$ cat config.mk
export PLATFORM = sky130hd
export DESIGN_NAME = keypad_pin_alarm_controller_core
export DESIGN_NICKNAME = d
export VERILOG_FILES = /design/src/kpac_pkg.sv /design/src/kpac_engine.sv /design/src/kpac_out_queue.sv /design/src/keypad_pin_alarm_controller_core.sv
export SDC_FILE = /design/constraint.sdc
export NUM_CORES = 1
export LEC_CHECK = 0
export ABC_AREA = 0
export CAP_MARGIN = 20
export CORE_MARGIN = 4
export CORE_UTILIZATION = 58
export DETAILED_ROUTE_END_ITERATION = 10
export DONT_BUFFER_PORTS = 1
export GPL_TIMING_DRIVEN = 0
export PLACE_DENSITY = 0.76
export SYNTH_ARGS = -nofsm -noshare
export SYNTH_HDL_FRONTEND = slang
export SYNTH_SLANG_ARGS = --single-unit
$ cat constraint.sdc
create_clock -name i_clk -period 3.2 [get_ports i_clk]
set_input_delay 0.16 -clock i_clk [delete_from_list [all_inputs] [get_ports i_clk]]
set_output_delay 0.16 -clock i_clk [all_outputs]
set_load 0.05 [all_outputs]
$ cat src/kpac_pkg.sv
// ----------------------------------------------------------------------------
// kpac_pkg
// Shared types and constants of the keypad PIN alarm controller.
// ----------------------------------------------------------------------------
package kpac_pkg;

    localparam int PIN_DIGITS_DEF = 4;

    localparam int S_TDATA_W = 8;
    localparam int S_TUSER_W = 2;
    localparam int M_TDATA_W = 16;
    localparam int CFG_ADDR_W = 2;
    localparam int CFG_DATA_W = 16;

    localparam logic [3:0]  KEY_DIGIT_MAX = 4'd9;
    localparam logic [3:0]  KEY_STAR      = 4'd10;
    localparam logic [3:0]  KEY_HASH      = 4'd11;
    localparam logic [15:0] TICK_MAX      = 16'hFFFF;

    localparam logic [15:0] ARM_DELAY_RST    = 16'd50000;
    localparam logic [15:0] BUZZER_DELAY_RST = 16'd50000;
    localparam logic [2:0]  MAX_ATTEMPTS_RST = 3'd3;

    typedef enum logic [2:0] {
        MODE_DISARMED = 3'd0,
        MODE_OLDPIN   = 3'd1,
        MODE_NEWPIN   = 3'd2,
        MODE_CONFIRM  = 3'd3,
        MODE_ARMING   = 3'd4,
        MODE_ARMED    = 3'd5,
        MODE_ENTRY    = 3'd6,
        MODE_LOCKED   = 3'd7
    } t_mode;

    typedef enum logic [1:0] {
        CMD_KEY    = 2'd0,
        CMD_TICK   = 2'd1,
        CMD_MOTION = 2'd2
    } t_cmd;

    typedef enum logic [1:0] {
        PIN_NONE = 2'd0,
        PIN_OK   = 2'd1,
        PIN_BAD  = 2'd2
    } t_pin_res;

    typedef enum logic [CFG_ADDR_W-1:0] {
        CFG_ARM_DELAY    = 2'd0,
        CFG_BUZZER_DELAY = 2'd1,
        CFG_MAX_ATTEMPTS = 2'd2
    } t_cfg_idx;

    typedef struct packed {
        logic [15:0] arm_delay;
        logic [15:0] buzzer_delay;
        logic [2:0]  max_attempts;
    } t_cfg;

    // Packed from the top down, so mode sits in the lowest bits.
    typedef struct packed {
        t_pin_res   pin_result;
        logic [2:0] attempts_left;
        logic [2:0] digits_entered;
        logic       buzzer;
        t_mode      mode;
    } t_result;

    localparam int RESULT_W = $bits(t_result);

endpackage

$ cat src/kpac_engine.sv
// ----------------------------------------------------------------------------
// kpac_engine
// Alarm state, PIN store and digit buffer; works out one result per item.
// ----------------------------------------------------------------------------
module kpac_engine #(
    parameter int PIN_DIGITS = kpac_pkg::PIN_DIGITS_DEF
) (
    input  logic              i_clk,
    input  logic              i_rst_n,
    input  logic              i_step,
    input  logic [1:0]        i_cmd,
    input  logic [3:0]        i_key,
    input  kpac_pkg::t_cfg    i_cfg,
    output kpac_pkg::t_result o_result
);
    import kpac_pkg::*;

    localparam int CW = (PIN_DIGITS > 1) ? $clog2(PIN_DIGITS) : 1;

    t_mode                      r_mode, n_mode;
    logic [CW-1:0]              r_cnt, n_cnt;
    logic [15:0]                r_tick, n_tick;
    logic [2:0]                 r_tries, n_tries;
    logic                       r_buzz, n_buzz;
    logic [PIN_DIGITS-1:0][3:0] r_buf, n_buf;
    logic [PIN_DIGITS-1:0][3:0] r_pin, n_pin;

    logic [PIN_DIGITS-1:0][3:0] buf_cand;
    t_pin_res                   res;
    logic                       is_key, is_tick, take, full, match;
    logic [CW-1:0]              cnt_take;
    logic [15:0]                tick_inc;
    logic [2:0]                 tries_dec;

    always_comb begin
        is_key   = (i_cmd == CMD_KEY);
        is_tick  = (i_cmd == CMD_TICK);
        take     = is_key && (i_key <= KEY_DIGIT_MAX);
        buf_cand = r_buf;
        buf_cand[r_cnt] = i_key;
        full     = (r_cnt == CW'(PIN_DIGITS - 1));
        cnt_take = full ? '0 : r_cnt + CW'(1);
        match    = (buf_cand == r_pin);
        tick_inc = (r_tick == TICK_MAX) ? r_tick : r_tick + 16'd1;
        tries_dec = (r_tries != 3'd0) ? r_tries - 3'd1 : 3'd0;

        n_mode  = r_mode;
        n_cnt   = r_cnt;
        n_tick  = r_tick;
        n_tries = r_tries;
        n_buzz  = r_buzz;
        n_buf   = r_buf;
        n_pin   = r_pin;
        res     = PIN_NONE;

        case (r_mode)
            MODE_DISARMED: begin
                if (is_key && i_key == KEY_STAR) begin
                    n_mode = MODE_ARMING;
                    n_tick = '0;
                end else if (is_key && i_key == KEY_HASH) begin
                    n_mode = MODE_OLDPIN;
                    n_cnt  = '0;
                end
            end
            MODE_OLDPIN: begin
                if (take) begin
                    n_buf = buf_cand;
                    n_cnt = cnt_take;
                    if (full) begin
                        n_mode = match ? MODE_NEWPIN : MODE_DISARMED;
                        res    = match ? PIN_OK : PIN_BAD;
                    end
                end
            end
            MODE_NEWPIN: begin
                if (take) begin
                    n_buf = buf_cand;
                    n_cnt = cnt_take;
                    if (full) begin
                        n_mode = MODE_CONFIRM;
                    end
                end
            end
            MODE_CONFIRM: begin
                // Any key leaves; only hash commits the new PIN.
                if (is_key) begin
                    if (i_key == KEY_HASH) begin
                        n_pin = r_buf;
                    end
                    n_mode = MODE_DISARMED;
                end
            end
            MODE_ARMING: begin
                if (is_tick) begin
                    n_tick = tick_inc;
                    if (tick_inc >= i_cfg.arm_delay) begin
                        n_mode = MODE_ARMED;
                        n_tick = '0;
                    end
                end
            end
            MODE_ARMED: begin
                if (i_cmd == CMD_MOTION) begin
                    n_mode  = MODE_ENTRY;
                    n_tick  = '0;
                    n_cnt   = '0;
                    n_tries = (i_cfg.max_attempts == 3'd0) ? 3'd1 : i_cfg.max_attempts;
                end
            end
            MODE_ENTRY: begin
                if (take) begin
                    n_buf = buf_cand;
                    n_cnt = cnt_take;
                    if (full) begin
                        if (match) begin
                            n_mode  = MODE_DISARMED;
                            n_buzz  = 1'b0;
                            n_tick  = '0;
                            n_tries = '0;
                            res     = PIN_OK;
                        end else begin
                            res     = PIN_BAD;
                            n_tries = tries_dec;
                            if (tries_dec == 3'd0) begin
                                n_mode = MODE_LOCKED;
                            end
                        end
                    end
                end else if (is_tick && !r_buzz) begin
                    n_tick = tick_inc;
                    if (tick_inc >= i_cfg.buzzer_delay) begin
                        n_buzz = 1'b1;
                    end
                end
            end
            default: begin
                // Locked: the buzzer delay keeps running.
                if (is_tick && !r_buzz) begin
                    n_tick = tick_inc;
                    if (tick_inc >= i_cfg.buzzer_delay) begin
                        n_buzz = 1'b1;
                    end
                end
            end
        endcase

        o_result.mode           = n_mode;
        o_result.buzzer         = n_buzz;
        o_result.digits_entered = 3'(n_cnt);
        o_result.attempts_left  = n_tries;
        o_result.pin_result     = res;
    end

    always_ff @(posedge i_clk) begin
        if (!i_rst_n) begin
            r_mode  <= MODE_DISARMED;
            r_cnt   <= '0;
            r_tick  <= '0;
            r_tries <= '0;
            r_buzz  <= 1'b0;
            for (int i = 0; i < PIN_DIGITS; i++) begin
                r_pin[i] <= 4'(i + 1);
            end
        end else if (i_step) begin
            r_mode  <= n_mode;
            r_cnt   <= n_cnt;
            r_tick  <= n_tick;
            r_tries <= n_tries;
            r_buzz  <= n_buzz;
            r_pin   <= n_pin;
        end
    end

    always_ff @(posedge i_clk) begin
        if (i_step) begin
            r_buf <= n_buf;
        end
    end

    a_cnt_idle: assert property (@(posedge i_clk) disable iff (!i_rst_n)
        (r_mode != MODE_OLDPIN && r_mode != MODE_NEWPIN && r_mode != MODE_ENTRY)
        |-> r_cnt == '0)
        else $error("digit count held outside PIN collection");

    a_tries_idle: assert property (@(posedge i_clk) disable iff (!i_rst_n)
        (r_mode != MODE_ENTRY && r_mode != MODE_LOCKED) |-> r_tries == 3'd0)
        else $error("attempts left outside entry or lockout");

    a_buzz_mode: assert property (@(posedge i_clk) disable iff (!i_rst_n)
        r_buzz |-> (r_mode == MODE_ENTRY || r_mode == MODE_LOCKED))
        else $error("buzzer on outside entry or lockout");

    a_lock_holds: assert property (@(posedge i_clk) disable iff (!i_rst_n)
        r_mode == MODE_LOCKED |=> r_mode == MODE_LOCKED)
        else $error("left lockout without reset");

endmodule

$ cat src/kpac_out_queue.sv
// ----------------------------------------------------------------------------
// kpac_out_queue
// Two-entry result buffer, so a waiting result does not stall the input.
// ----------------------------------------------------------------------------
module kpac_out_queue (
    input  logic              i_clk,
    input  logic              i_rst_n,
    input  logic              i_push,
    input  kpac_pkg::t_result i_data,
    output logic              o_full,
    output logic              o_valid,
    input  logic              i_ready,
    output kpac_pkg::t_result o_data
);
    import kpac_pkg::*;

    t_result    r_q [2];
    logic       r_rd, r_wr;
    logic [1:0] r_cnt, n_cnt;
    logic       pop;

    assign o_full  = (r_cnt == 2'd2);
    assign o_valid = (r_cnt != 2'd0);
    assign o_data  = r_q[r_rd];
    assign pop     = o_valid && i_ready;

    always_comb begin
        n_cnt = r_cnt;
        if (i_push && !pop) begin
            n_cnt = r_cnt + 2'd1;
        end else if (!i_push && pop) begin
            n_cnt = r_cnt - 2'd1;
        end
    end

    always_ff @(posedge i_clk) begin
        if (!i_rst_n) begin
            r_rd  <= 1'b0;
            r_wr  <= 1'b0;
            r_cnt <= 2'd0;
        end else begin
            r_cnt <= n_cnt;
            if (i_push) begin
                r_wr <= ~r_wr;
            end
            if (pop) begin
                r_rd <= ~r_rd;
            end
        end
    end

    always_ff @(posedge i_clk) begin
        if (i_push) begin
            r_q[r_wr] <= i_data;
        end
    end

    a_cnt_range: assert property (@(posedge i_clk) disable iff (!i_rst_n)
        r_cnt != 2'd3)
        else $error("result buffer count out of range");

    a_no_overrun: assert property (@(posedge i_clk) disable iff (!i_rst_n)
        !(i_push && o_full))
        else $error("item pushed into a full result buffer");

    a_empty_holds: assert property (@(posedge i_clk) disable iff (!i_rst_n)
        (r_cnt == 2'd0 && !i_push) |=> r_cnt == 2'd0)
        else $error("result appeared without a push");

endmodule

$ cat src/keypad_pin_alarm_controller_core.sv
// ----------------------------------------------------------------------------
// keypad_pin_alarm_controller_core
// Keypad PIN alarm: arming delay, PIN change, motion entry with buzzer delay
// and lockout after too many wrong PINs.
//
//  Channel   Direction  Signals                       Contents
//  s         in         i_s_tvalid/o_s_tready         tuser: command, tdata: key
//  m         out        o_m_tvalid/i_m_tready         tdata: one result per item
//  cfg       in         i_cfg_we/i_cfg_addr/wdata     delay and attempt registers
//
// Every item gives exactly one result; an item waits in the input register,
// its result is written into a two-entry output buffer, and the block
// sustains one item per cycle unless the output buffer is full. The result
// is offered once it is in the buffer. Input ready drops only while the
// input register is held and the output buffer is full. Reset restores the
// PIN 1,2,3,4 and the register defaults at once; there is no clearing pass.
// ----------------------------------------------------------------------------
module keypad_pin_alarm_controller_core #(
    parameter int PIN_DIGITS = kpac_pkg::PIN_DIGITS_DEF
) (
    input  logic                            i_clk,
    input  logic                            i_rst_n,
    input  logic                            i_s_tvalid,
    output logic                            o_s_tready,
    input  logic [kpac_pkg::S_TDATA_W-1:0]  i_s_tdata,   // [3:0] key_code
    input  logic [kpac_pkg::S_TUSER_W-1:0]  i_s_tuser,   // [1:0] command
    output logic                            o_m_tvalid,
    input  logic                            i_m_tready,
    // [2:0] mode, [3] buzzer, [6:4] digits_entered, [9:7] attempts_left,
    // [11:10] pin_result
    output logic [kpac_pkg::M_TDATA_W-1:0]  o_m_tdata,
    input  logic                            i_cfg_we,
    input  logic [kpac_pkg::CFG_ADDR_W-1:0] i_cfg_addr,
    input  logic [kpac_pkg::CFG_DATA_W-1:0] i_cfg_wdata
);
    import kpac_pkg::*;

    t_cfg       r_cfg;
    logic       r_in_vld;
    logic [1:0] r_cmd;
    logic [3:0] r_key;
    logic       accept, advance, q_full;
    t_result    eng_result, q_data;

    assign o_s_tready = !r_in_vld || !q_full;
    assign accept     = i_s_tvalid && o_s_tready;
    assign advance    = r_in_vld && !q_full;

    always_ff @(posedge i_clk) begin
        if (!i_rst_n) begin
            r_cfg.arm_delay    <= ARM_DELAY_RST;
            r_cfg.buzzer_delay <= BUZZER_DELAY_RST;
            r_cfg.max_attempts <= MAX_ATTEMPTS_RST;
        end else if (i_cfg_we) begin
            case (i_cfg_addr)
                CFG_ARM_DELAY:    r_cfg.arm_delay    <= i_cfg_wdata;
                CFG_BUZZER_DELAY: r_cfg.buzzer_delay <= i_cfg_wdata;
                CFG_MAX_ATTEMPTS: r_cfg.max_attempts <= i_cfg_wdata[2:0];
                default: ;
            endcase
        end
    end

    always_ff @(posedge i_clk) begin
        if (!i_rst_n) begin
            r_in_vld <= 1'b0;
        end else if (accept) begin
            r_in_vld <= 1'b1;
        end else if (advance) begin
            r_in_vld <= 1'b0;
        end
    end

    always_ff @(posedge i_clk) begin
        if (accept) begin
            r_cmd <= i_s_tuser[1:0];
            r_key <= i_s_tdata[3:0];
        end
    end

    kpac_engine #(
        .PIN_DIGITS (PIN_DIGITS)
    ) u_engine (
        .i_clk    (i_clk),
        .i_rst_n  (i_rst_n),
        .i_step   (advance),
        .i_cmd    (r_cmd),
        .i_key    (r_key),
        .i_cfg    (r_cfg),
        .o_result (eng_result)
    );

    kpac_out_queue u_out_queue (
        .i_clk   (i_clk),
        .i_rst_n (i_rst_n),
        .i_push  (advance),
        .i_data  (eng_result),
        .o_full  (q_full),
        .o_valid (o_m_tvalid),
        .i_ready (i_m_tready),
        .o_data  (q_data)
    );

    assign o_m_tdata = {{(M_TDATA_W - RESULT_W){1'b0}}, q_data};

endmodule

==> impl_metrics.toml <==
[status]
status = "finished, violations left"
violations = "negative setup slack"

[placed_design]
port_buffers = 0
dp_slack_ns = -0.7297
placed_cells = 830
routabilityCongestion = 0.9246
dpl_cell_area_um2 = 6810
dp_hpwl_mm = 11.45

[yosys]
synthArstFlopShare_pct = 0
synth_area_leaders = "dfxtp_1 (25%), edfxtp_1 (20%), ha_1 (7.6%)"
synth.most_common_cell = "nand2_1"
yosysSeqAreaShare_pct = 44.87
syn_avg_cell_area_um2 = 9.641
syn-instance-count = 685
synth_common_cells = "nand2_1 (90), dfxtp_1 (82), inv_1 (52)"
yosysWarningCount = 0
synth_edf_count = 44
yosys.area.top_type_share_pct = 24.86
synth.largest_area_cell = "dfxtp_1"
synth.cell_area_um2 = 6604
yosysUniqueCellTypes = 63
synthFlopType = "dfxtp_1"
ys_ff_latch = 126

[grt]
grt_pass1_vias = 5361
grt_pass1_wl_mm = 27.01
grt_max_degree = 17
grt_usage_pct = 26.52
antenna_found_initial = 0
grt_remaining_overflow = 0

[timing]
fin_skew_ns = 0.004695
finalCritPeriodShare_pct = 106.0
setup_viol = 18
period_minus_slack_ns = 3.392
max_freq_mhz = 294.8
slew_violations = 0
setup_slack_ns = -0.1923
hold_viol = 0
relSlewSlack_pct = 29.97
rsz0062_at_grt = "yes"
worst_pin_slew_ns = 1.047

[power]
vdd_drop_max_mv = 0.6089
p_total_w = 0.004760
p_per_area_nw_per_um2 = 593.1
power.leakage_nw = 3.159

[floorplanning]
fp.dieW_um = 114.7
die_h_um = 114.7
die-area_um2 = 13160
start_util_pct = 60.13
rows = 38
core_area_um2 = 10980
ios = 51

[cts]
cts_buffer_depth = 2
h-tree-depth = 4
clk_pin_slew_ns = 0.06
cts_tree = "done"
cts_buffers = 17
cts-root-buf = "clkbuf_16"
cts.sinks = 126
clock_latency_ns = 0.42

[hold_path]
min_path_type = "input port to flip-flop"
hp-start = "i_rst_n"

[setup_path]
cp_data_arrival_time_ns = 3.75
required_ns = 3.56
rr_startpoint = "u_engine.r_tick[4]"
crit_path_start = "u_engine.r_tick[4]"
critPathKind = "flip-flop to flip-flop"
crit_fanout = 6
critPathCaptureType = "flip-flop"
start_kind = "flip-flop"

[final_layout]
nFillCells = 765
antennaDiodeCount = 0
drive_above_1_share_pct = 16.78
area_delta_synth_final_pct = 21.52
finalInstanceArea_um2 = 8025
fin_nets = 817
final_cells = 897

[route]
wl_mm = 17.26
drtAntennaViolNets = 0
drtIter0Drc = 405
vias_per_cell = 6.162
vias = 5527
wl_per_cell_um = 19.24
first_pass_iters = 5
drc = 0

[run]
cap_viol_max_count = 0
==> worst max-delay path, cell delays in order (launching register included) <==
cell       delay, ns
dfxtp_4         0.36
nand4_1         0.18
nor3_4          0.24
nand4_1         0.15
clkbuf_8        0.18
nand4_1         0.14
nor2_2          0.08
xnor2_2         0.19
ha_1            0.29
a211oi_2        0.29
nand2_1         0.13
a31oi_4         0.23
o2111ai_4       0.17
o21ai_1         0.15
and3_4          0.25
clkbuf_16       0.15
a22o_1          0.13
==> kinds of logic after synthesis <==
kind of cell / synth area share [%]
AOI/OAI and AO/OA: 13.93
other: 0.05679
DFF: 44.87
xor gates and xnor gates: 4.244
and+or+nand+nor: 15.97
adders and majority gates: 7.579
muxes: 7.844
buffers and inverters: 5.513
==> area by class of cell <==
type | instances | area, um2 | share of cell area [%]
clock buffers | 24 | 513.0 | 6.392
flip-flops and latches | 126 | 2979 | 37.12
multi-input cells | 478 | 3473 | 43.28
plain buffers | 32 | 176.4 | 2.198
well taps | 140 | 175.2 | 2.183
inverters | 52 | 195.2 | 2.432
repair buffers | 37 | 361.6 | 4.506
clock inverters | 8 | 151.4 | 1.886
==> cells in the final DEF, fill, tap and decap left out, drive strengths merged, types with 5 or more instances in the layout <==
cell / n
dfxtp: 82
edfxtp: 44
ha: 40
o211ai: 14
xor2: 14
a211oi: 7
xnor2: 18
mux2i: 27
nand2: 90
a22o: 12
nand4: 14
nand3: 17
and3: 6
nand3b: 6
clkbuf: 46
o21ai: 23
nand2b: 7
a21o: 8
mux2: 21
nor3: 9
a31oi: 9
conb: 5
buf: 22
nor2: 41
a21oi: 46
dlygate4sd3: 25
inv: 52
==> path summary, 6_finish.rpt <==
kind              slack (ns)  depth (start not counted)                   to
hold / removal          0.06                          2  u_engine.r_tries[0]
setup reg to reg       -0.19                         16  u_engine.r_tick[12]
setup / recovery       -0.19                         16  u_engine.r_tick[12]
hold reg to reg         0.46                          2            r_cfg[21]
==> through the flow <==
step | hold WS [ns] | util, % | setup TNS (ns)
after floorplan | 0.2589 | - | 0
after global placement | 0.2589 | 61.90 | -11.46
after detailed placement | 0.2589 | 62.01 | -12.47
after CTS | 0.04490 | 71.65 | 0
after global routing | 0.06242 | 73.07 | -6.061
final | 0.06049 | 73.07 | -2.582
==> power breakdown <==
| group | total (W) | internal, W | leakage (nW) | switching, W |
|---|---|---|---|---|
| sequential | 0.00183 | 0.00176 | 1.08 | 0.0000650 |
| clock | 0.00213 | 0.00143 | 0.314 | 0.000693 |
| combinational | 0.000805 | 0.000250 | 1.76 | 0.000555 |
==> layer usage <==
layer | routed length (um) | part of all wire (%) | vias up | GRT usage (%)
met1 | 7156 | 41 | 2658 | 35.22
met5 | 0 | 0 | - | 0
li1 | - | - | 2541 | -
met2 | 8117 | 47 | 284 | 42.45
met4 | 395 | 2.3 | 0 | 9.937
met3 | 1589 | 9.2 | 44 | 6.237
==> sequential cells by signal (all words and copies together), names as in the netlist, named ones only <==
register / count
u_out_queue.r_wr: 1
u_engine.r_cnt: 2
r_in_vld: 1
u_engine.r_buzz: 1
u_out_queue.r_cnt: 2
r_key: 4
u_engine.r_tries: 3
u_engine.r_buf: 16
u_out_queue.r_q: 22
u_engine.r_tick: 16
r_cmd: 2
u_engine.r_mode: 3
r_cfg: 35
u_engine.r_pin: 16
u_out_queue.r_rd: 1
==> timing repair <==
action / in CTS / in global routing
pin swaps: 9 / 19
setup buffers: 7 / 3
hold buffers: 25 / 0
gates resized for setup: 28 / 21
setup endpoints to repair: 22 / 22
hold endpoints to repair: 42 / 0
cloned: 0 / 1
Note: power is estimated with default switching activity, not from simulation.
